==> src/sv/bitmap_first_fit_allocator_defines.svh <==
// ---------------------------------------------------------------------------
// bitmap_first_fit_allocator_defines.svh
// assertion macros for the bitmap first-fit allocator, empty when SYNTH is set
// ---------------------------------------------------------------------------
`ifndef BITMAP_FIRST_FIT_ALLOCATOR_DEFINES_SVH
`define BITMAP_FIRST_FIT_ALLOCATOR_DEFINES_SVH

`ifndef SYNTH
// plain property, checked on every clock edge out of reset
`define BFFA_ASSERT(lbl, prop, msg) \
  lbl: assert property (@(posedge clk) disable iff (!rst_n) prop) else $error(msg);
// same-cycle implication
`define BFFA_ASSERT_IMP(lbl, ante, cons, msg) \
  lbl: assert property (@(posedge clk) disable iff (!rst_n) (ante) |-> (cons)) \
    else $error(msg);
`else
`define BFFA_ASSERT(lbl, prop, msg)
`define BFFA_ASSERT_IMP(lbl, ante, cons, msg)
`endif

`endif

==> src/sv/bffa_pkg.sv <==
// ---------------------------------------------------------------------------
// bffa_pkg
// types and fixed constants of the bitmap first-fit allocator
// ---------------------------------------------------------------------------
package bffa_pkg;

  // blocks held in one word of the map memories
  localparam int WORD_BITS = 16;
  localparam int BIT_W     = 4;

  typedef enum logic {
    OP_ALLOC = 1'b0,
    OP_FREE  = 1'b1
  } op_t;

  typedef enum logic [1:0] {
    ST_ALLOC_OK     = 2'd0,
    ST_ALLOC_FAIL   = 2'd1,
    ST_FREED        = 2'd2,
    ST_FREE_IGNORED = 2'd3
  } status_t;

  typedef struct packed {
    op_t         op;
    logic [15:0] size_bytes;
    logic [15:0] offset_bytes;
  } in_item_t;

  typedef struct packed {
    status_t    status;
    logic [9:0] alloc_offset;
  } out_item_t;

  typedef enum logic [2:0] {
    S_CLEAR,
    S_IDLE,
    S_DIV,
    S_CHECK,
    S_SCAN,
    S_PREP,
    S_WB
  } state_t;

endpackage

==> src/sv/bitmap_first_fit_allocator.sv <==
// ---------------------------------------------------------------------------
// bitmap_first_fit_allocator
// first-fit block allocator keeping a used map and a run-end map in memory
// ---------------------------------------------------------------------------
// One request is taken when start is high and busy is low; busy then stays
// high until the single result appears on out_item with out_valid high for
// exactly one cycle. The result cannot be held off, so capture it then;
// busy drops in that same cycle, so a new start may coincide with it.
// Both maps sit in 16-block words of two memories with a registered read,
// and an accepted request walks them one word per cycle while it scans and
// writes back. An allocate scans from word 0 until the first fitting run
// ends, then writes back the words the run covers; a free scans from the
// word of its start block to the word of the next run end, then writes
// back the words from its start block to that run end. A request rejected
// on size or offset answers without a scan, one that finds no run or end
// mark answers when the scan reaches the last word. Default sizing has 8 words.
// After reset a clearing pass zeroes both maps; busy is high during it.
// ---------------------------------------------------------------------------
`include "bitmap_first_fit_allocator_defines.svh"

module bitmap_first_fit_allocator #(
  parameter int MEMORY_BYTES = 1024,
  parameter int BLOCK_BYTES  = 8
) (
  input  logic                clk,
  input  logic                rst_n,
  input  logic                start,
  input  bffa_pkg::in_item_t  in_item,
  output logic                busy,
  output logic                out_valid,
  output bffa_pkg::out_item_t out_item
);
  import bffa_pkg::*;

  // geometry
  localparam int NUM_BLOCKS = MEMORY_BYTES / BLOCK_BYTES;
  localparam int NUM_WORDS  = (NUM_BLOCKS + WORD_BITS - 1) / WORD_BITS;
  localparam int ADDR_W     = (NUM_WORDS > 1) ? $clog2(NUM_WORDS) : 1;
  localparam int BI_W       = ADDR_W + BIT_W;
  localparam int CNT_W      = $clog2(NUM_WORDS * WORD_BITS + 1);
  localparam int LAST_BITS  = NUM_BLOCKS - (NUM_WORDS - 1) * WORD_BITS;

  // divide by the block size through an exact reciprocal multiply
  localparam int Q_W    = 17;
  localparam int DIV_L  = $clog2(BLOCK_BYTES);
  localparam int DIV_SH = Q_W + DIV_L;
  localparam int DIV_M  = (2 ** DIV_SH + BLOCK_BYTES - 1) / BLOCK_BYTES;
  localparam int PROD_W = DIV_SH + Q_W;

  localparam logic [ADDR_W-1:0]    LAST_WORD = ADDR_W'(NUM_WORDS - 1);
  localparam logic [WORD_BITS-1:0] ONES      = '1;
  localparam logic [WORD_BITS-1:0] LAST_MASK = ONES >> (WORD_BITS - LAST_BITS);
  localparam logic [Q_W-1:0]       MEM_LIM   = Q_W'(MEMORY_BYTES);
  localparam logic [Q_W-1:0]       NUM_LIM   = Q_W'(NUM_BLOCKS);

  // map memories, one word holds WORD_BITS blocks
  logic [WORD_BITS-1:0] used_mem [NUM_WORDS];
  logic [WORD_BITS-1:0] end_mem  [NUM_WORDS];
  logic [WORD_BITS-1:0] used_q, end_q;
  logic                 rd_en, mem_we;
  logic [ADDR_W-1:0]    rd_addr, wr_addr;
  logic [WORD_BITS-1:0] wr_used, wr_end;

  // control and payload registers
  state_t            state_r, state_nxt;
  logic [ADDR_W-1:0] clr_w_r, clr_w_nxt;
  logic              out_valid_r, out_valid_nxt;
  out_item_t         out_r, out_nxt;
  in_item_t          item_r, item_nxt;
  logic [PROD_W-1:0] prod_r, prod_nxt;
  logic              bad_r, bad_nxt;
  logic [CNT_W-1:0]  blocks_r, blocks_nxt;
  logic [CNT_W-1:0]  carry_r, carry_nxt;
  logic [BI_W-1:0]   blk_r, blk_nxt;
  logic [BI_W-1:0]   hi_r, hi_nxt;
  logic [BI_W-1:0]   lo_r, lo_nxt;
  logic [ADDR_W-1:0] scan_w_r, scan_w_nxt;
  logic [ADDR_W-1:0] wb_w_r, wb_w_nxt;
  logic              first_r, first_nxt;

  // scan datapath
  logic [WORD_BITS-1:0] word_mask, used_eff, end_eff, ge_mask;
  logic [WORD_BITS-1:0] a_hit_vec;
  logic [CNT_W-1:0]     run_top;
  logic                 scan_hit;
  logic [BIT_W-1:0]     scan_j;

  // divide and write-back helpers
  logic [Q_W-1:0]       div_x, q;
  logic [ADDR_W-1:0]    lo_w, hi_w;
  logic [BIT_W-1:0]     lo_b, hi_b;
  logic [WORD_BITS-1:0] rng_mask, end_mask;
  logic [BI_W-1:0]      lo_calc;

  // --- memories: synchronous write, registered read
  always_ff @(posedge clk) begin
    if (mem_we) begin
      used_mem[wr_addr] <= wr_used;
      end_mem[wr_addr]  <= wr_end;
    end
    if (rd_en) begin
      used_q <= used_mem[rd_addr];
      end_q  <= end_mem[rd_addr];
    end
  end

  // --- scan of one word: first fit for alloc, first run end for free
  always_comb begin
    logic [CNT_W-1:0] run_j;
    word_mask = (scan_w_r == LAST_WORD) ? LAST_MASK : ONES;
    // blocks past the end of memory count as used
    used_eff  = used_q | ~word_mask;
    a_hit_vec = '0;
    run_top   = '0;
    for (int j = 0; j < WORD_BITS; j++) begin
      // free run ending at bit j, carried over from earlier words
      run_j = carry_r + CNT_W'(j + 1);
      for (int k = 0; k <= j; k++) begin
        if (used_eff[k]) begin
          run_j = CNT_W'(j - k);
        end
      end
      a_hit_vec[j] = (run_j >= blocks_r);
      if (j == WORD_BITS - 1) begin
        run_top = run_j;
      end
    end
    // first word of a free starts at the block that holds the offset
    ge_mask = first_r ? (ONES << blk_r[BIT_W-1:0]) : ONES;
    end_eff = end_q & word_mask & ge_mask;
    scan_hit = (item_r.op == OP_FREE) ? (|end_eff) : (|a_hit_vec);
    scan_j   = '0;
    for (int j = WORD_BITS - 1; j >= 0; j--) begin
      if ((item_r.op == OP_FREE) ? end_eff[j] : a_hit_vec[j]) begin
        scan_j = BIT_W'(j);
      end
    end
  end

  // --- range masks of the write-back word
  always_comb begin
    lo_w = lo_r[BI_W-1:BIT_W];
    lo_b = lo_r[BIT_W-1:0];
    hi_w = hi_r[BI_W-1:BIT_W];
    hi_b = hi_r[BIT_W-1:0];
    rng_mask = ONES;
    if (wb_w_r == lo_w) begin
      rng_mask = rng_mask & (ONES << lo_b);
    end
    if (wb_w_r == hi_w) begin
      rng_mask = rng_mask & (ONES >> (BIT_W'(WORD_BITS - 1) - hi_b));
    end
    end_mask = (wb_w_r == hi_w) ? (WORD_BITS'(1) << hi_b) : '0;
  end

  // dividend: offset for a free, size rounded up for an alloc
  assign div_x = (item_r.op == OP_FREE) ? {1'b0, item_r.offset_bytes}
                                        : {1'b0, item_r.size_bytes} + Q_W'(BLOCK_BYTES - 1);
  assign q     = prod_r[DIV_SH +: Q_W];
  // run start; modular in BI_W bits, the true value always fits
  assign lo_calc = (item_r.op == OP_FREE) ? blk_r
                                          : hi_r + BI_W'(1) - BI_W'(blocks_r);

  // --- state register
  always_ff @(posedge clk) begin
    if (!rst_n) begin
      state_r     <= S_CLEAR;
      clr_w_r     <= '0;
      out_valid_r <= 1'b0;
    end else begin
      state_r     <= state_nxt;
      clr_w_r     <= clr_w_nxt;
      out_valid_r <= out_valid_nxt;
    end
  end

  // --- payload registers
  always_ff @(posedge clk) begin
    out_r    <= out_nxt;
    item_r   <= item_nxt;
    prod_r   <= prod_nxt;
    bad_r    <= bad_nxt;
    blocks_r <= blocks_nxt;
    carry_r  <= carry_nxt;
    blk_r    <= blk_nxt;
    hi_r     <= hi_nxt;
    lo_r     <= lo_nxt;
    scan_w_r <= scan_w_nxt;
    wb_w_r   <= wb_w_nxt;
    first_r  <= first_nxt;
  end

  // --- next state and datapath control
  always_comb begin
    state_nxt     = state_r;
    clr_w_nxt     = clr_w_r;
    out_valid_nxt = 1'b0;
    out_nxt       = out_r;
    item_nxt      = item_r;
    prod_nxt      = prod_r;
    bad_nxt       = bad_r;
    blocks_nxt    = blocks_r;
    carry_nxt     = carry_r;
    blk_nxt       = blk_r;
    hi_nxt        = hi_r;
    lo_nxt        = lo_r;
    scan_w_nxt    = scan_w_r;
    wb_w_nxt      = wb_w_r;
    first_nxt     = first_r;
    rd_en         = 1'b0;
    rd_addr       = '0;
    mem_we        = 1'b0;
    wr_addr       = '0;
    wr_used       = '0;
    wr_end        = '0;

    unique case (state_r)
      S_CLEAR: begin
        // zero one word of both maps per cycle
        mem_we  = 1'b1;
        wr_addr = clr_w_r;
        if (clr_w_r == LAST_WORD) begin
          state_nxt = S_IDLE;
        end else begin
          clr_w_nxt = clr_w_r + ADDR_W'(1);
        end
      end

      S_IDLE: begin
        if (start) begin
          item_nxt  = in_item;
          state_nxt = S_DIV;
        end
      end

      S_DIV: begin
        prod_nxt = PROD_W'(div_x) * PROD_W'(DIV_M);
        if (item_r.op == OP_FREE) begin
          bad_nxt = ({1'b0, item_r.offset_bytes} >= MEM_LIM);
        end else begin
          bad_nxt = (item_r.size_bytes == '0) || ({1'b0, item_r.size_bytes} >= MEM_LIM);
        end
        state_nxt = S_CHECK;
      end

      S_CHECK: begin
        if (item_r.op == OP_FREE) begin
          if (bad_r || (q >= NUM_LIM)) begin
            out_valid_nxt        = 1'b1;
            out_nxt.status       = ST_FREE_IGNORED;
            out_nxt.alloc_offset = '0;
            state_nxt            = S_IDLE;
          end else begin
            blk_nxt    = q[BI_W-1:0];
            rd_en      = 1'b1;
            rd_addr    = q[BIT_W +: ADDR_W];
            scan_w_nxt = q[BIT_W +: ADDR_W];
            first_nxt  = 1'b1;
            state_nxt  = S_SCAN;
          end
        end else begin
          if (bad_r || (q > NUM_LIM)) begin
            out_valid_nxt        = 1'b1;
            out_nxt.status       = ST_ALLOC_FAIL;
            out_nxt.alloc_offset = '0;
            state_nxt            = S_IDLE;
          end else begin
            blocks_nxt = q[CNT_W-1:0];
            carry_nxt  = '0;
            rd_en      = 1'b1;
            rd_addr    = '0;
            scan_w_nxt = '0;
            first_nxt  = 1'b0;
            state_nxt  = S_SCAN;
          end
        end
      end

      S_SCAN: begin
        if (scan_hit) begin
          hi_nxt    = {scan_w_r, scan_j};
          state_nxt = S_PREP;
        end else if (scan_w_r == LAST_WORD) begin
          // no fitting run or no end mark ahead
          out_valid_nxt        = 1'b1;
          out_nxt.status       = (item_r.op == OP_FREE) ? ST_FREE_IGNORED : ST_ALLOC_FAIL;
          out_nxt.alloc_offset = '0;
          state_nxt            = S_IDLE;
        end else begin
          rd_en      = 1'b1;
          rd_addr    = scan_w_r + ADDR_W'(1);
          scan_w_nxt = scan_w_r + ADDR_W'(1);
          carry_nxt  = run_top;
          first_nxt  = 1'b0;
        end
      end

      S_PREP: begin
        lo_nxt    = lo_calc;
        rd_en     = 1'b1;
        rd_addr   = lo_calc[BI_W-1:BIT_W];
        wb_w_nxt  = lo_calc[BI_W-1:BIT_W];
        state_nxt = S_WB;
      end

      S_WB: begin
        // modify the word read last cycle, fetch the next one meanwhile
        mem_we  = 1'b1;
        wr_addr = wb_w_r;
        if (item_r.op == OP_FREE) begin
          wr_used = used_q & ~rng_mask;
          wr_end  = end_q & ~end_mask;
        end else begin
          wr_used = used_q | rng_mask;
          wr_end  = end_q | end_mask;
        end
        if (wb_w_r == hi_w) begin
          out_valid_nxt = 1'b1;
          if (item_r.op == OP_FREE) begin
            out_nxt.status       = ST_FREED;
            out_nxt.alloc_offset = '0;
          end else begin
            out_nxt.status       = ST_ALLOC_OK;
            out_nxt.alloc_offset = 10'(lo_r * BLOCK_BYTES);
          end
          state_nxt = S_IDLE;
        end else begin
          rd_en    = 1'b1;
          rd_addr  = wb_w_r + ADDR_W'(1);
          wb_w_nxt = wb_w_r + ADDR_W'(1);
        end
      end

      default: begin
        state_nxt = S_IDLE;
      end
    endcase
  end

  assign busy      = (state_r != S_IDLE);
  assign out_valid = out_valid_r;
  assign out_item  = out_r;

  // --- checks
  `BFFA_ASSERT_IMP(a_no_rw_same_word, mem_we && rd_en, wr_addr != rd_addr, "read and write hit the same map word")
  `BFFA_ASSERT(a_single_result, out_valid |=> !out_valid, "result strobe longer than one cycle")
  `BFFA_ASSERT_IMP(a_wb_range_order, state_r == S_WB, lo_r <= hi_r, "write-back range start past its end")
  `BFFA_ASSERT_IMP(a_offset_zero, out_valid && (out_item.status != ST_ALLOC_OK), out_item.alloc_offset == '0, "offset not zero on a non-alloc result")
  `BFFA_ASSERT(a_accept_to_div, (start && !busy) |=> (state_r == S_DIV), "accepted request did not enter the divide step")

endmodule

==> config.mk <==
export PLATFORM = sky130hd
export DESIGN_NAME = bitmap_first_fit_allocator
export DESIGN_NICKNAME = d
export VERILOG_FILES = /design/src/sv/bffa_pkg.sv /design/src/sv/bitmap_first_fit_allocator.sv
export VERILOG_INCLUDE_DIRS = /design/src /design/src/sv
export SDC_FILE = /design/constraint.sdc
export NUM_CORES = 1
export LEC_CHECK = 0
export BUFFER_PORTS_ARGS = -buffer_cell sky130_fd_sc_hd__buf_2
export CAP_MARGIN = 5
export CORE_MARGIN = 3
export CORE_UTILIZATION = 63
export DETAILED_ROUTE_END_ITERATION = 16
export GPL_TIMING_DRIVEN = 0
export PLACE_DENSITY = 0.8
export SYNTH_ARGS = -nofsm -noshare
export SYNTH_HDL_FRONTEND = slang
export SYNTH_SLANG_ARGS = --single-unit
==> constraint.sdc <==
create_clock -name clk -period 5.8 [get_ports clk]
set_input_delay 1.16 -clock clk [delete_from_list [all_inputs] [get_ports clk]]
set_output_delay 1.16 -clock clk [all_outputs]
set_load 0.03 [all_outputs]
==> results.md, run 1 <==
* Count of port buffers added during placement at 43
* WL final at 59000 microns
* Slew margin rel. at 0.146
* Final Hold Fails at 0
* Cts bufs inserted at 39
* Placed cells at 2343
* WP data required at 6.07 ns
* CTS sink count at 393
* Hold Crit Class: register to register
* Worst-Skew Late Latency at 0.55 ns
* Power share of the clock group at 0.355
* RSZ-0062 raised after global routing: true
* Fin Clk Skew at 0.0356 ns
* Worst EP arrival at 5.99 ns
* Initial antenna violation count at 0
* Unique masters post-synth at 72
* GRT overflow at 0
* Psw at 1.71 mW
* HPWL Detailed at 40900 microns
* Post-synth top flop: edfxtp_1
* Cell Area, Synth at 21800 sq um
* Worst-path fanout max at 10
* Final Non-Filler Cells at 2432
* Most numerous cell in the Yosys netlist: edfxtp_1
* Routed WL per cell at 24.2 microns
* Ratio of cells with drive above 1 in the final layout at 0.140
* Clock slew at reported path FFs at 0.07 ns
* Synth area leaders: edfxtp_1 (53%), ha_1 (9.2%), mux2i_1 (6.2%)
* Post-synth top area share at 0.532
* Core area at 33800 sq um
* First-pass GRT wire length at 88500 microns
* Status: finished clean
* Filler Cell Count at 2270
* CP Launch Type: register
* Layout Area Growth over Synthesis at 12.6%
* Layout Nets at 2151
* H-Tree Depth at 2
* Crit Path Class: register to register
* Multi-input gate area at 9620 sq um
* Routed Antenna Nets at 0
* Peak supply drop at 401 uV
* Die Height at 192 microns
* Number of global-route vias before repair at 15400
* Crit. End Element: register
* Fmax at 175 MHz
* Combinational power share at 0.121
* Register share of total power at 0.525
* Finished Cell Area at 24500 sq um
* Async set-reset flop share out of synthesis at 0
* Part of the cycle the worst path needs at 0.986
* MaxCap Viol Count at 0
* IO Count at 50
* Commonest cells in the netlist: edfxtp_1 (386), nor2_1 (181), ha_1 (160)
* Fin. max-slew vios at 0
* Seq. cell area at 11700 sq um
* Total power at 7.06 mW
* Vias post-DR at 15900
* DRC errors left at 0
* Synth area leader: edfxtp_1
* Pwr Density at 288 nW/um^2
* Pre-antenna DRT Iters at 6
* Clock buffer depth at 3
* Leakage at 8.92 nW
* # diodes at 0
* Initial Util at 0.645
* Fin Setup TNS at 0 ns
* DIE WIDTH at 192 microns
* Switching Fraction at 0.243
* Iteration-0 DRC Markers at 1872
* Final Setup Violations at 0
* Post-synth EDFFs at 386
* Measured slew at the worst slew-check pin at 1.27 ns
* Avg Cell Area, Syn at 11.9 sq um
* CTS root buf: clkbuf_16
* Period minus WS final at 5.72 ns
* Largest net degree at the start of global routing at 33
* Gate Count Post-Synth at 1833
* Hold_buf cts at 0
* DIE AREA at 36800 sq um
* Placed inst area at 22900 sq um
* Avg Vias per Cell at 6.56
* Floorplan row count at 67
* CTS tree: yes
* Int Pwr at 5.34 mW
* GPL Wtd Cong at 0.971
* Total GRT Usage at 0.319
* Synthesis Warnings at 0
* Seq/Total Area, Yosys at 0.538
* Register bit total from synthesis at 393
==> state kept, by name, indices dropped and copies added, names as in the netlist <==
register,count
end_mem,128
used_mem,128
item_r,30
end_q,16
used_eff,16
prod_r,14
out_item,9
blocks_r,8
carry_r,8
blk_r,7
hi_r,7
lo_r,7
clr_w_r,3
scan_w_r,3
state_r,3
wb_w_r,3
bad_r,1
first_r,1
out_valid,1
==> cells in the final DEF, fill, tap and decap left out, types with 39 or more instances in the layout <==
cell and count:
nand2_1 122, inv_1 49, nor2_1 173, a21oi_1 75, ha_1 160, xnor2_1 43, clkbuf_16 39, buf_2 45
clkbuf_1 56, nor3_1 43, edfxtp_1 386, o21ai_0 83, xor2_1 46, mux2i_1 134
==> area by class of cell <==
class | count | share of cell area
Multi-Input combinational cell | 1297 | 0.392
Clock inverter | 25 | 0.0108
Tap cell | 448 | 0.0229
Sequential cell | 393 | 0.478
Buffer | 90 | 0.0205
Clock buffer | 46 | 0.0409
Inverter | 51 | 0.00786
Timing Repair Buffer | 82 | 0.0264
==> power groups by stage <==
stage / sequential (mW) / combinational (mW) / clock, mW
2_1_floorplan: 3.73 / 0.510 / 0
3_3_place_gp: 3.76 / 0.704 / 0
3_5_place_dp: 3.75 / 0.833 / 0
4_1_cts: 3.70 / 0.851 / 2.52
5_1_grt: 3.73 / 0.915 / 2.63
6_report: 3.70 / 0.851 / 2.50
==> timing repair <==
item                                    in CTS  in global routing
pin swaps                                    2                  9
endpoints found under the setup margin      85                 51
setup buffers                                9                 13
resized for setup                           38                 28
==> metrics by stage <==
step                      utilization  hold slack (ns)  worst slack (ns)
final                           0.726            0.463            0.0828
after CTS                       0.720            0.458           0.00812
after floorplan                     -            0.431             0.501
after detailed placement        0.677            0.451            -0.967
after global placement          0.668            0.441             -1.39
after global routing            0.726            0.479           -0.0285
==> per-layer routing <==
metal	up-vias	wire length, microns	GRT usage
met5	-	0	0
met4	0	2060	0.111
met3	151	5270	0.0569
met2	873	28600	0.530
met1	7749	23100	0.426
li1	7174	-	-
==> critical path, cell delays in order, from the launching register on <==
cell	delay, ns
edfxtp_1	0.52
buf_4	0.20
ha_1	0.30
xnor2_1	0.18
nor2_1	0.10
nor4b_1	0.55
ha_1	0.38
a211oi_1	0.30
o21ai_0	0.17
a211oi_1	0.68
nand4_1	0.19
or4_4	0.59
o211ai_1	0.34
buf_4	0.18
nor2b_1	0.12
clkbuf_2	0.24
buf_4	0.29
a221oi_2	0.11
==> path summary, 6_finish.rpt <==
kind,from,endpoint,slack (ns),depth (start not counted)
setup / recovery,carry_r[0],end_q[0],0.08,17
hold / removal,scan_w_r[2],hi_r[6],0.46,0
setup reg to reg,carry_r[0],end_q[0],0.08,17
hold reg to reg,scan_w_r[2],hi_r[6],0.46,0
==> cell families (layout without fill, tap and decap cells) <==
kind of cell    count (synthesis)  count (layout)  share of synthesized area
compound gates                360             360                      0.120
xor+xnor                       89              89                     0.0358
fa+ha+maj                     163             163                     0.0937
buf+inv                       145             294                     0.0301
flops                         393             393                      0.538
mux                           139             139                     0.0641
other cells                     1               3                   0.000172
simple gates                  543             543                      0.118
(Power assumes the default switching activity.)
==> run 2, diff against run 1 <==
Settings changed: CORE_UTILIZATION 63 to 57, PLACE_DENSITY 0.8 to 0.77, SETUP_SLACK_MARGIN set to 0.4.
Clock period 5.8 ns to 4.65 ns, I/O delays scaled along.
==> results.md, run 2 (synthesized netlist as in run 1, its figures left out) <==
* CTS tree: yes
* Final critical-path setup slack at -0.729 ns (-0.812 ns)
* WL final at 63100 microns (+7.1%)
* Hold_buf cts at 0 (unchanged)
* WP data required at 5.01 ns (-1.06 ns)
* HPWL Detailed at 41900 microns (+2.4%)
* # diodes at 0 (unchanged)
* GPL Wtd Cong at 0.966 (-0.50%)
* DIE AREA at 40600 sq um (+10%)
* Pre-antenna DRT Iters at 5 (-1)
* Period minus WS final at 5.38 ns (-0.338 ns)
* Commonest cells after routing, fill and taps aside: edfxtp_1 (386), nor2_1 (167), ha_1 (157)
* Die Height at 202 microns (+5.0%)
* Count of port buffers added during placement at 43 (unchanged)
* Placed inst area at 23200 sq um (+1.2%)
* Hold depth at 0 (unchanged)
* Initial Util at 0.587 (-0.0582)
* Measured slew at the worst slew-check pin at 1.22 ns (-0.0516 ns)
* Finished Cell Area at 26200 sq um (+6.8%)
* Layout Area Growth over Synthesis at 20.2%
* Fin Clk Skew at 0.0272 ns (-0.00835 ns)
* Core area at 37100 sq um (+9.9%)
* Worst hold slack at 0.458 ns (-0.00431 ns)
* Worst EP arrival at 5.74 ns (-0.25 ns)
* Part of the cycle the worst path needs at 1.16 (+0.171)
* Post-layout util at 0.705 (-0.0209)
* Final Setup Violations at 96 (+96)
* Status: complete, but fails checks
* Total GRT Usage at 0.304 (-0.0152)
* Crit. End Element: register
* Vias post-DR at 16200 (+1.9%)
* Pwr Density at 337 nW/um^2 (+17%)
* Crit Path Class: register to register
* Layout Nets at 2216 (+3.0%)
* CTS sink count at 393 (unchanged)
* CP Launch Type: register
* Iteration-0 DRC Markers at 1630 (-13%)
* Slew margin rel. at 0.181 (+0.0346)
* Largest net degree at the start of global routing at 31 (-6.1%)
* Peak supply drop at 407 uV (+1.4%)
* Top Registers: end_mem x128, used_mem x128, item_r x30
* Min-delay src: scan_w_r[1]
* Ratio of cells with drive above 1 in the final layout at 0.206 (+0.0658)
* Hold EP: hi_r[5]
* DIE WIDTH at 202 microns (+5.0%)
* Leakage at 9.56 nW (+7.2%)
* Floorplan row count at 70 (+4.5%)
* Clock buffer depth at 3 (unchanged)
* Avg Vias per Cell at 6.36 (-3.0%)
* First-pass GRT wire length at 95200 microns (+7.5%)
* H-Tree Depth at 2 (unchanged)
* Failing checks: negative setup slack
* DRC errors left at 0 (unchanged)
* Commonest non-fill, non-tap cell in the layout: edfxtp_1
* RR Endpoint: end_q[1]
* Cts bufs inserted at 40 (+2.6%)
* Initial antenna violation count at 0 (unchanged)
* Reg2Reg Launch Point: used_eff[0]
* Final Hold Fails at 0 (unchanged)
* CTS root buf: clkbuf_16
* RSZ-0062 raised after global routing: true
* Routed WL per cell at 24.7 microns (+2.0%)
* Fmax at 186 MHz (+6.3%)
* Hold Crit Class: register to register
* R2R cell count at 24 (+7)
* Final Non-Filler Cells at 2553 (+5.0%)
* IO Count at 50 (unchanged)
* MaxCap Viol Count at 0 (unchanged)
* R2R setup slack at -0.73 ns (-0.81 ns)
* GRT overflow at 0 (unchanged)
* Filler Cell Count at 2552 (+12%)
* Fin Setup TNS at -51.29 ns (-51.29 ns)
* Routed Antenna Nets at 0 (unchanged)
* Placed cells at 2396 (+2.3%)
* Fin. max-slew vios at 0 (unchanged)
* Worst-path fanout max at 7 (-3)
* Clock slew at reported path FFs at 0.06 ns (about the same)
* Number of global-route vias before repair at 16500 (+7.2%)
* Worst-Skew Late Latency at 0.56 ns (about the same)
run 2: worst max path at each step:
stage              endpoint  slack (ns)   startpoint
3_3_place_gp   used_eff[14]       -1.63   carry_r[0]
4_1_cts         used_eff[9]       -0.48  used_eff[0]
2_1_floorplan  used_eff[15]       -0.03  used_eff[0]
3_5_place_dp   used_eff[14]       -1.80   carry_r[0]
5_1_grt        used_eff[14]       -0.87  used_eff[0]
6_report           end_q[1]       -0.73  used_eff[0]
run 2: final cells by class:
type | count | area, sq um | share of cell area
Buffer | 94 | 837 | 0.0320
Tap cell | 504 | 631 | 0.0241
Clock buffer | 47 | 1050 | 0.0400
Clock inverter | 25 | 229 | 0.00875
Sequential cell | 393 | 11700 | 0.448
Inverter | 51 | 193 | 0.00736
Multi-Input combinational cell | 1300 | 10200 | 0.389
Timing Repair Buffer | 139 | 1320 | 0.0505
run 2: power breakdown:
part           switching (mW)  leakage [nW]  internal [mW]  total [mW]
clock network            1.38         0.617           1.75        3.13
logic                   0.654          5.49          0.429        1.08
registers               0.145          3.45           4.47        4.62
total                    2.18          9.56           6.65        8.83
run 2: metal layers:
metal,GRT usage,wire [microns]
met5,0,0
met4,0.137,3050
met3,0.0537,5180
met2,0.511,30800
met1,0.388,24100
run 2: through the flow:
stage,setup WS [ns],total power [mW]
floorplan,-0.0260,5.29
global placement,-1.63,5.57
detailed placement,-1.80,5.71
CTS,-0.480,8.82
global route,-0.870,9.12
finish,-0.729,8.83
run 2: worst max-delay path: stages (launching register included):
cell,delay (ns)
edfxtp_1,0.42
or2_4,0.28
buf_8,0.13
nor2_4,0.12
nor3_2,0.06
nor3_2,0.27
nor3_2,0.11
nor3_2,0.27
nor3_2,0.08
nor3_2,0.26
nor3_2,0.07
ha_2,0.18
a211o_1,0.29
a31oi_4,0.15
o221ai_2,0.13
or4_1,0.41
or4_4,0.58
buf_6,0.16
o211ai_1,0.19
buf_4,0.17
nor2b_4,0.04
buf_12,0.15
clkbuf_16,0.16
a22o_1,0.24
a221oi_2,0.24
run 2: repair_timing:
action                                 in CTS  in global routing
gates resized for setup                   146                 62
endpoints found under the hold margin       0                  0
pin swaps                                  46                 45
gates cloned                               10                  2
setup endpoints to repair                 100                100
setup buffers                              54                 18
==> run 3, diff against run 2 <==
Settings changed: CORE_UTILIZATION 57 to 50, PLACE_DENSITY 0.77 to 0.69.
==> results.md, run 3 (synthesized netlist as in run 1, its figures left out) <==
* Status: complete, but fails checks
* Failing checks: negative setup slack
* GRT overflow at 0 (unchanged)
* Commonest non-fill, non-tap cell in the layout: edfxtp_1
* Fin Clk Skew at 0.0233 ns (-0.00395 ns)
* DIE AREA at 46100 sq um (+14%)
* Hold_buf cts at 0 (unchanged)
* Fmax at 187 MHz (+0.62%)
* MaxCap Viol Count at 0 (unchanged)
* Placed cells at 2469 (+3.0%)
* Total GRT Usage at 0.266 (-0.0378)
* Hold depth at 0 (unchanged)
* Clock buffer depth at 3 (unchanged)
* # diodes at 0 (unchanged)
* Count of port buffers added during placement at 43 (unchanged)
* Fin Setup TNS at -48.63 ns (+2.66 ns)
* Max stage delay on crit path at 0.55 ns (-0.03 ns)
* Slew margin rel. at 0.215 (+0.0338)
* Iteration-0 DRC Markers at 1393 (-15%)
* Largest net degree at the start of global routing at 30 (-3.2%)
* WL final at 63000 microns (-0.24%)
* Post-layout util at 0.630 (-0.0750)
* Die Height at 215 microns (+6.6%)
* DIE WIDTH at 215 microns (+6.6%)
* First-pass GRT wire length at 94200 microns (-1.1%)
* Clock slew at reported path FFs at 0.08 ns (+0.02 ns)
* Final Non-Filler Cells at 2648 (+3.7%)
* Peak supply drop at 430 uV (+5.8%)
* Met2 Use GR at 0.440 (-0.0708)
* Worst slack at placement at -1.78 ns (+0.0183 ns)
* Routed Antenna Nets at 0 (unchanged)
* Most Crowded Layer GR: met2
* DRC errors left at 0 (unchanged)
* Final Hold Fails at 0 (unchanged)
* Pwr Density at 350 nW/um^2 (+3.9%)
* Number of global-route vias before repair at 15700 (-4.7%)
* CTS sink count at 393 (unchanged)
* Part of the cycle the worst path needs at 1.15 (-0.00713)
* Initial Util at 0.512 (-0.0742)
* Worst-Skew Late Latency at 0.57 ns (about the same)
* Crit. End Element: register
* Hold Crit Class: register to register
* Fin. max-slew vios at 0 (unchanged)
* Commonest cells after routing, fill and taps aside: edfxtp_1 (386), nor2_1 (166), ha_1 (158)
* Final critical-path setup slack at -0.696 ns (+0.0332 ns)
* Total power at 9.38 mW (+6.3%)
* Layout Nets at 2235 (+0.86%)
* Core area at 42500 sq um (+14%)
* RSZ-0062 raised after global routing: true
* WP data required at 5.05 ns (+0.04 ns)
* Leakage at 9.80 nW (+2.5%)
* Floorplan row count at 75 (+7.1%)
* CP Launch Type: register
* CTS tree: yes
* Final Setup Violations at 96 (unchanged)
* R2R cell count at 24 (unchanged)
* Ratio of cells with drive above 1 in the final layout at 0.214 (+0.00844)
* HPWL Detailed at 42200 microns (+0.65%)
* Pre-antenna DRT Iters at 5 (unchanged)
* Top Registers: end_mem x128, used_mem x128, item_r x30
* Period minus WS final at 5.35 ns (-0.0332 ns)
* Worst-path fanout max at 6 (-1)
* H-Tree Depth at 2 (unchanged)
* CP Cell Sequence: or2_4, clkbuf_16, nor2_4, nor3_4, nor3_4, nor3_4, nor3_2, nor3_2, nor3_2, nor3_1, ha_2, a211o_1, a31oi_4, o221ai_2, or4_1, or4_4, buf_12, o211ai_1, nor2b_2, buf_8, clkbuf_16, buf_4, a22o_1, a221oi_2
* Initial antenna violation count at 1 (+1)
* Crit Path Class: register to register
* Avg Vias per Cell at 6.03 (-5.2%)
* IO Count at 50 (unchanged)
* Layout Area Growth over Synthesis at 22.9%
* Vias post-DR at 16000 (-1.7%)
* Measured slew at the worst slew-check pin at 1.17 ns (-0.0531 ns)
* GPL Wtd Cong at 0.928 (-3.9%)
* Routed WL per cell at 23.8 microns (-3.8%)
* Slowest-stage cell, CP: or4_4
* Cts bufs inserted at 41 (+2.5%)
* Met1 track demand over resource at 0.358 (-0.0300)
* CTS root buf: clkbuf_16
* Met3 GRT Util at 0.0459 (-0.00781)
* Worst EP arrival at 5.74 ns (about the same)
## run 3: routing by layer
metal | share of wire | wire length (microns) | up-vias
met5 | 0.00021 | 13 | -
met2 | 0.48 | 30300 | 645
met4 | 0.035 | 2190 | 2
met3 | 0.075 | 4710 | 128
li1 | - | - | 7347
met1 | 0.41 | 25800 | 7851
## run 3: layout make-up
type	count	area, sq um
flip-flops and latches	393	11700
plain buffers	94	846
repair buffers	157	1540
inverters	51	198
clock inverters	28	453
well taps	577	722
clock buffers	48	1080
fillers	3285	15700
multi-input cells	1300	10200
## run 3: report_power, final
part	internal, mW	total, mW	switching, mW
clock network	2.30	3.71	1.41
logic	0.427	1.07	0.648
registers	4.47	4.60	0.130
## run 3: metrics by stage
step	hold slack (ns)	area, sq um
finish	0.467	26800
global route	0.490	26800
CTS	0.466	26300
detailed placement	0.451	23200
global placement	0.454	23000
floorplan	0.431	22000
## run 3: final timing paths
path                                   from            to  slack (ns)
worst max register to register  used_eff[0]  used_eff[10]       -0.70
worst min register to register  scan_w_r[2]       hi_r[6]        0.47
worst max-delay path            used_eff[0]  used_eff[10]       -0.70
worst min-delay path            scan_w_r[2]       hi_r[6]        0.47
## run 3: worst max-delay path: cells and delay by family (launching register included)
| kind | cells | cell delay, ns |
|---|---|---|
| AO/OA/AOI/OAI | 6 | 1.23 |
| adder cells (fa/ha/maj) | 1 | 0.18 |
| buffers and inverters | 5 | 0.79 |
| flip-flops | 1 | 0.42 |
| AND/OR/NAND/NOR | 12 | 2.55 |
## run 3: timing repair
item,CTS,global route
hold endpoints to repair,0,0
setup endpoints to repair,100,100
buffers inserted,61,26
gates cloned,11,4
pin swaps,51,38
resized for setup,172,45
